<file path="src/drfe_pkg.sv">
// Package with byte codes, register indexes and defaults for the delimited row field extractor.
package drfe_pkg;

  localparam int MAX_TEXT_BYTES_DEFAULT = 10;
  localparam int PATTERN_BYTES = 10;

  localparam logic [7:0] PIPE_BYTE = 8'h7C;
  localparam logic [7:0] NEWLINE_BYTE = 8'h0A;
  localparam logic [7:0] ZERO_BYTE = 8'h30;
  localparam logic [7:0] NINE_BYTE = 8'h39;

  localparam int CFG_INDEX_WIDTH = 3;
  localparam int CFG_DATA_WIDTH = 64;

  localparam logic [CFG_INDEX_WIDTH-1:0] REG_TARGET_COLUMN = 3'd0;
  localparam logic [CFG_INDEX_WIDTH-1:0] REG_FIELD_MODE = 3'd1;
  localparam logic [CFG_INDEX_WIDTH-1:0] REG_PATTERN_LOW = 3'd2;
  localparam logic [CFG_INDEX_WIDTH-1:0] REG_PATTERN_HIGH = 3'd3;
  localparam logic [CFG_INDEX_WIDTH-1:0] REG_PATTERN_LENGTH = 3'd4;

  localparam logic [3:0] TARGET_COLUMN_RESET = 4'd1;

endpackage

</file>
<file path="src/delimited_row_field_extract_top.sv">
// A result beat appears in the output register in the cycle after its closing pipe beat is accepted.
// Throughput: one input byte per cycle; the input stalls only while a result waits unread.
// The row state and accumulators update in the same cycle a byte is accepted.
// Reset (rst, synchronous) clears the row state, empties the output register and
// returns the registers to target column 1, numeric mode and an empty compare text.
module delimited_row_field_extract_top #(
  parameter int MAX_TEXT_BYTES = drfe_pkg::MAX_TEXT_BYTES_DEFAULT
) (
  input  logic                                 clk,
  input  logic                                 rst,
  input  logic                                 cfg_we,
  input  logic [drfe_pkg::CFG_INDEX_WIDTH-1:0] cfg_index,
  input  logic [drfe_pkg::CFG_DATA_WIDTH-1:0]  cfg_data,
  input  logic                                 in_valid,
  output logic                                 in_ready,
  input  logic [7:0]                           data_byte,
  output logic                                 out_valid,
  input  logic                                 out_ready,
  output logic [31:0]                          row_key,
  output logic [31:0]                          field_value,
  output logic                                 text_match,
  output logic                                 bad_digit
);

  localparam int CW = $clog2(MAX_TEXT_BYTES + 2);

  logic [3:0]  target_column;
  logic        field_mode;
  logic [63:0] pattern_low_bytes;
  logic [15:0] pattern_high_bytes;
  logic [3:0]  pattern_length;

  logic          skipping_row, skipping_row_next;
  logic [3:0]    column_count, column_count_next;
  logic [31:0]   key_accumulator, key_accumulator_next;
  logic [31:0]   value_accumulator, value_accumulator_next;
  logic [CW-1:0] field_byte_count, field_byte_count_next;
  logic          still_matching, still_matching_next;
  logic          digit_error, digit_error_next;

  logic          accept;
  logic          emit;
  logic          is_pipe;
  logic          is_newline;
  logic          is_digit;
  logic [7:0]    digit;
  logic [7:0]    pattern_sel;
  logic [CW-1:0] len_eff;
  logic [79:0]   pattern_all;

  assign accept = in_valid && in_ready;
  assign in_ready = !out_valid || out_ready;
  assign is_pipe = (data_byte == drfe_pkg::PIPE_BYTE);
  assign is_newline = (data_byte == drfe_pkg::NEWLINE_BYTE);
  assign is_digit = (data_byte >= drfe_pkg::ZERO_BYTE) && (data_byte <= drfe_pkg::NINE_BYTE);
  assign digit = data_byte - drfe_pkg::ZERO_BYTE;
  assign pattern_all = {pattern_high_bytes, pattern_low_bytes};
  assign len_eff = (int'(pattern_length) > MAX_TEXT_BYTES) ? CW'(MAX_TEXT_BYTES)
                                                           : CW'(pattern_length);
  assign emit = accept && !skipping_row && is_pipe && (column_count == target_column);

  always_comb begin
    pattern_sel = 8'h00;
    for (int k = 0; k < drfe_pkg::PATTERN_BYTES; k++) begin
      if (int'(field_byte_count) == k) begin
        pattern_sel = pattern_all[8*k +: 8];
      end
    end
  end

  always_comb begin
    skipping_row_next = skipping_row;
    column_count_next = column_count;
    key_accumulator_next = key_accumulator;
    value_accumulator_next = value_accumulator;
    field_byte_count_next = field_byte_count;
    still_matching_next = still_matching;
    digit_error_next = digit_error;
    if (accept) begin
      if (skipping_row || (!is_pipe && is_newline)) begin
        if (is_newline) begin
          skipping_row_next = 1'b0;
          column_count_next = 4'd0;
          key_accumulator_next = 32'd0;
          value_accumulator_next = 32'd0;
          field_byte_count_next = '0;
          still_matching_next = 1'b1;
          digit_error_next = 1'b0;
        end
      end else if (is_pipe) begin
        if (column_count == target_column) begin
          skipping_row_next = 1'b1;
        end else begin
          column_count_next = column_count + 4'd1;
        end
      end else begin
        if (column_count == 4'd0) begin
          key_accumulator_next = {key_accumulator[28:0], 3'b000}
                               + {key_accumulator[30:0], 1'b0}
                               + {24'd0, data_byte} - 32'd48;
        end
        if (column_count == target_column) begin
          if (is_digit) begin
            value_accumulator_next = {value_accumulator[28:0], 3'b000}
                                   + {value_accumulator[30:0], 1'b0}
                                   + {24'd0, digit};
          end else begin
            digit_error_next = 1'b1;
          end
          if ((field_byte_count >= len_eff) || (data_byte != pattern_sel)) begin
            still_matching_next = 1'b0;
          end
          if (int'(field_byte_count) < MAX_TEXT_BYTES + 1) begin
            field_byte_count_next = field_byte_count + CW'(1);
          end
        end
      end
    end
  end

  always_ff @(posedge clk) begin
    if (rst) begin
      target_column <= drfe_pkg::TARGET_COLUMN_RESET;
      field_mode <= 1'b0;
      pattern_low_bytes <= 64'd0;
      pattern_high_bytes <= 16'd0;
      pattern_length <= 4'd0;
    end else if (cfg_we) begin
      case (cfg_index)
        drfe_pkg::REG_TARGET_COLUMN: target_column <= cfg_data[3:0];
        drfe_pkg::REG_FIELD_MODE: field_mode <= cfg_data[0];
        drfe_pkg::REG_PATTERN_LOW: pattern_low_bytes <= cfg_data;
        drfe_pkg::REG_PATTERN_HIGH: pattern_high_bytes <= cfg_data[15:0];
        drfe_pkg::REG_PATTERN_LENGTH: pattern_length <= cfg_data[3:0];
        default: begin
        end
      endcase
    end
  end

  always_ff @(posedge clk) begin
    if (rst) begin
      skipping_row <= 1'b0;
      column_count <= 4'd0;
      key_accumulator <= 32'd0;
      value_accumulator <= 32'd0;
      field_byte_count <= '0;
      still_matching <= 1'b1;
      digit_error <= 1'b0;
    end else begin
      skipping_row <= skipping_row_next;
      column_count <= column_count_next;
      key_accumulator <= key_accumulator_next;
      value_accumulator <= value_accumulator_next;
      field_byte_count <= field_byte_count_next;
      still_matching <= still_matching_next;
      digit_error <= digit_error_next;
    end
  end

  always_ff @(posedge clk) begin
    if (rst) begin
      out_valid <= 1'b0;
    end else if (emit) begin
      out_valid <= 1'b1;
    end else if (out_ready) begin
      out_valid <= 1'b0;
    end
  end

  always_ff @(posedge clk) begin
    if (emit) begin
      row_key <= key_accumulator;
      field_value <= field_mode ? 32'd0 : value_accumulator;
      text_match <= field_mode && still_matching && (field_byte_count == len_eff);
      bad_digit <= !field_mode && digit_error;
    end
  end

`ifndef NO_ASSERTIONS
  a_emit_starts_skip: assert property (@(posedge clk) disable iff (rst)
    emit |=> skipping_row)
    else $error("Row was not skipped after its result beat.");

  a_full_blocks_input: assert property (@(posedge clk) disable iff (rst)
    (out_valid && !out_ready) |-> !in_ready)
    else $error("Input accepted while the result register is full and stalled.");

  a_no_emit_while_skipping: assert property (@(posedge clk) disable iff (rst)
    skipping_row |-> !emit)
    else $error("Result beat emitted during a skipped row.");

  a_byte_count_saturates: assert property (@(posedge clk) disable iff (rst)
    int'(field_byte_count) <= MAX_TEXT_BYTES + 1)
    else $error("Field byte count passed its saturation limit.");

  a_mode_exclusive: assert property (@(posedge clk) disable iff (rst)
    (out_valid && text_match) |-> (!bad_digit && (field_value == 32'd0)))
    else $error("Text match reported together with numeric results.");
`endif

endmodule

</file>
<file path="config.mk">
export PLATFORM = sky130hd
export DESIGN_NAME = delimited_row_field_extract_top
export DESIGN_NICKNAME = d
export VERILOG_FILES = /design/src/drfe_pkg.sv /design/src/delimited_row_field_extract_top.sv
export SDC_FILE = /design/constraint.sdc
export NUM_CORES = 1
export LEC_CHECK = 0
export BUFFER_PORTS_ARGS = -buffer_cell sky130_fd_sc_hd__buf_2
export CORE_ASPECT_RATIO = 0.6
export CORE_MARGIN = 4
export CORE_UTILIZATION = 35
export DETAILED_ROUTE_END_ITERATION = 7
export GPL_TIMING_DRIVEN = 0
export PLACE_DENSITY = 0.54
export SETUP_SLACK_MARGIN = 0.2
export SYNTH_ARGS = -nofsm -noshare
export SYNTH_HDL_FRONTEND = slang
export SYNTH_SLANG_ARGS = --single-unit
</file>
<file path="constraint.sdc">
create_clock -name clk -period 4.9 [get_ports clk]
set_clock_uncertainty 0.15 [all_clocks]
set_input_delay 0.98 -clock clk [delete_from_list [all_inputs] [get_ports clk]]
set_output_delay 0.98 -clock clk [all_outputs]
set_load 0.05 [all_outputs]
</file>
==> metrics.txt <==
status=finished, final reports clean; Mean Syn Cell Area=8.649 sq um; num ports=148; Longest Clk Path Bufs=3; flop-to-flop setup slack=0.79 ns; TritonCTS buffer count=25; DRT iter0 DRCs=812; fin crit period=4.428 ns; TritonRoute pass-1 iters=5; GR Util met2=24.47%; Synth Cell Area=0.01351 sq mm; detailed-route wire length=39,860 um; vias in the first global route=10,720; core area=0.03792 sq mm; final setup vio count=0; Initial Util=35.63%; Hold Path Class=flip-flop to flip-flop; Synth Area in Adders=15.49%; Hold Path Origin=key_accumulator[31]$_SDFFE_PP0P_; worst hold path depth=0; Yosys cell types=73; RSZ-0062 raised after global routing=false; Die Span Y=160.2 um; Die W=261.6 um; largest family of logic cells by synthesized area=simple AND/OR/NAND/NOR gates; final hold vios=0; Root Driver=clkbuf_16; Total GRT Usage=18.62%; worst flop-to-flop path startpoint=key_accumulator[1]$_SDFFE_PP0P_; post_cts resized=0; first-pass GRT wire length=61,850 um; Worst Path Required=5.24 ns; Slew Limit Fails=0; critical path fanouts, max=6; switching share of power=37.84%; Combinational Power Share=43.6%; full die area=0.04191 sq mm; Internal=0.004408 W; GR Util met1=30.81%; met3 usage=3.947%; setup ws final=0.4722 ns; Post-CTS Hold Buffers=0; Async SR Flop Fraction=0%; clock-pin slew of the registers on the worst-case setup and hold paths=0.07 ns; Worst Tran Pin Value=1.075 ns; CP Data Arrival Time=4.77 ns; pwr dens=451.8 mW/mm^2; RR Endpoint=key_accumulator[31]$_SDFFE_PP0P_; final worst-path cycle share=90.36%; CTS tree=yes; H-Tree Depth=1; Fillers=3,855; gr busiest metal=met1; Worst VDD drop=0.2571 mV; synthesis warning total=0; ys flop type=dfxtp_1; FF+latch count, synth=231; post-synthesis mux area share=0.7409%; clock sink count=231; most frequent cells in the layout=269 x nand2_1, 177 x a21oi_1, 165 x dfxtp_1, 149 x buf_2, 148 x ha_1; Leak=6.729 nW; XOR/XNOR Fraction of Synth Area=4.279%; sequential power share=30.3%; Detail Route Antenna Nets=0; Hold Slack=0.2897 ns; CP endpoint kind=flip-flop; placed cell areas=0.01493 sq mm; Place WS=-0.04119 ns; initial antenna violation count=1; Finished Layout Cells=2,266; DRC errors left=0; synthesized instance count=1,562; most common cell after layout, fill and taps aside=nand2_1; Core Rows=55; Nets=1,976; Worst setup SP type=input pin; Skew-Pair Late Insertion Delay=0.55 ns; Vias=11,330; FF-to-FF path depth=15; Post-Synth Simple-Gate Area=17.66%; fmax=225.8 MHz; P_sw=0.002684 W; post-DR vias/cell=4.998; wire per inst=17.59 um; syn_nets=1,802; Buffers on Ports=145; Clock power frac=26.1%; post-synthesis compound-gate area fraction=17.39%; max-cap viol count=0; post-DP HPWL=31,580 um; P&R area growth vs syn=16.21%; largest net degree at the start of global routing=34; total grt overflow=0; placed cells=2,222; Final GP Congestion=0.9414; Layout Cell Area excl Fill=0.01570 sq mm; WHS Endpoint=row_key[31]$_DFFE_PP_; Worst Setup Path Type=input pin to flip-flop; Post-synth EDFFs=66; share of cells above drive strength 1=12.16%; Max-slew headroom=28.06%; setup bufs post-CTS=0; post-synthesis sequential area ratio=39.12%
## cells in the mapped netlist (all sizes together) (3+ instances only)
cell	instances	area [sq um]
o221ai	5	43.79
nand3b	8	60.06
buf	13	76.32
nand3	44	220.2
clkbuf	58	217.7
mux2i	10	100.1
a21o	32	240.2
inv	113	424.2
a32oi	4	35.03
nor4	5	31.28
edfxtp	66	1982
dfxtp	165	3303
nand4	12	75.07
o21a	12	90.09
a31oi	14	93.84
nor2	87	326.6
a211oi	4	30.03
xor2	26	227.7
a22oi	13	97.59
nor2b	40	257.7
a211o	4	35.03
xnor2	40	350.3
o211ai	11	87.58
and3	7	43.79
nor3b	3	27.52
ha	148	1852
fa	12	240.2
o21ai	71	355.3
nand2	269	1010
a31o	4	35.04
a21oi	180	912.1
a2bb2oi	5	43.79
nand2b	19	121.4
or2	7	43.79
o31ai	6	58.81
nor3	11	55.05
## layer usage
metal	vias to the layer above	part of all wire [%]
met3	43	5.6
li1	5763	-
met4	0	1.4
met1	5260	56
met2	259	37
met5	-	0
## stage by stage
step	utilization, %	TNS, ns	power [W]
after CTS	41.40	0	0.007121
after detailed placement	39.38	-0.04119	0.005238
after global routing	41.40	0	0.007620
after global placement	39.24	-27.03	0.005194
after floorplan	-	0	0.004496
final	41.40	0	0.007092
## worst max path at each step
stage / start / to / slack, ns / depth (start not counted)
after floorplan: data_byte[3] / key_accumulator[31]$_SDFFE_PP0P_ / 0.66 / 13
after global placement: data_byte[5] / field_value[5]$_SDFFCE_PP0P_ / -0.42 / 7
after detailed placement: data_byte[4] / key_accumulator[31]$_SDFFE_PP0P_ / -0.04 / 16
after CTS: data_byte[4] / key_accumulator[31]$_SDFFE_PP0P_ / 0.52 / 16
after global routing: data_byte[4] / key_accumulator[31]$_SDFFE_PP0P_ / 0.24 / 16
final: data_byte[4] / key_accumulator[31]$_SDFFE_PP0P_ / 0.47 / 16
## registers in the layout (all words and copies together) (netlist names)
name and cells:
field_value 32, pattern_high_bytes 16, value_accumulator 32, out_valid 1, digit_error 1, key_accumulator 32
column_count 4, still_matching 1, bad_digit 1, row_key 32, text_match 1, skipping_row 1
pattern_low_bytes 64, pattern_length 4, field_mode 1, target_column 4, field_byte_count 4
## final cells by class
cell class / instances / area, sq um / share of cell area, %
clock buffers: 32 / 671.9 / 4.280
diodes: 1 / 2.502 / 0.01594
well taps: 513 / 641.9 / 4.089
repair buffers: 147 / 773.2 / 4.925
plain buffers: 71 / 294.0 / 1.873
flip-flops and latches: 231 / 5285 / 33.67
inverters: 113 / 424.2 / 2.702
clock inverters: 11 / 92.59 / 0.5898
multi-input cells: 1147 / 7513 / 47.86
## power groups by stage
stage	registers, W	clock network, W	logic, W
global route	0.00216	0.00197	0.00349
finish	0.00215	0.00185	0.00309
detailed placement	0.00219	0	0.00304
floorplan	0.00216	0	0.00233
CTS	0.00215	0.00190	0.00307
global placement	0.00219	0	0.00300
## critical path: stages
cell and delay (ns):
buf_2 0.13, inv_1 0.15, ha_1 0.32, inv_1 0.06, fa_1 0.53, inv_1 0.06, fa_1 0.43, nor2b_1 0.16
o21a_1 0.17, o21ai_0 0.13, a21oi_1 0.41, a21o_1 0.33, a31o_1 0.21, a21oi_2 0.09, or4_1 0.51, nand3_1 0.09
## logic make-up after synthesis
logic type                 after synthesis
muxes                                   10
and+or+nand+nor                        526
xor gates and xnor gates                66
AOI/OAI and AO/OA                      385
buffers and inverters                  184
DFF                                    231
adders and majority gates              160
(Power assumes the default switching activity.)
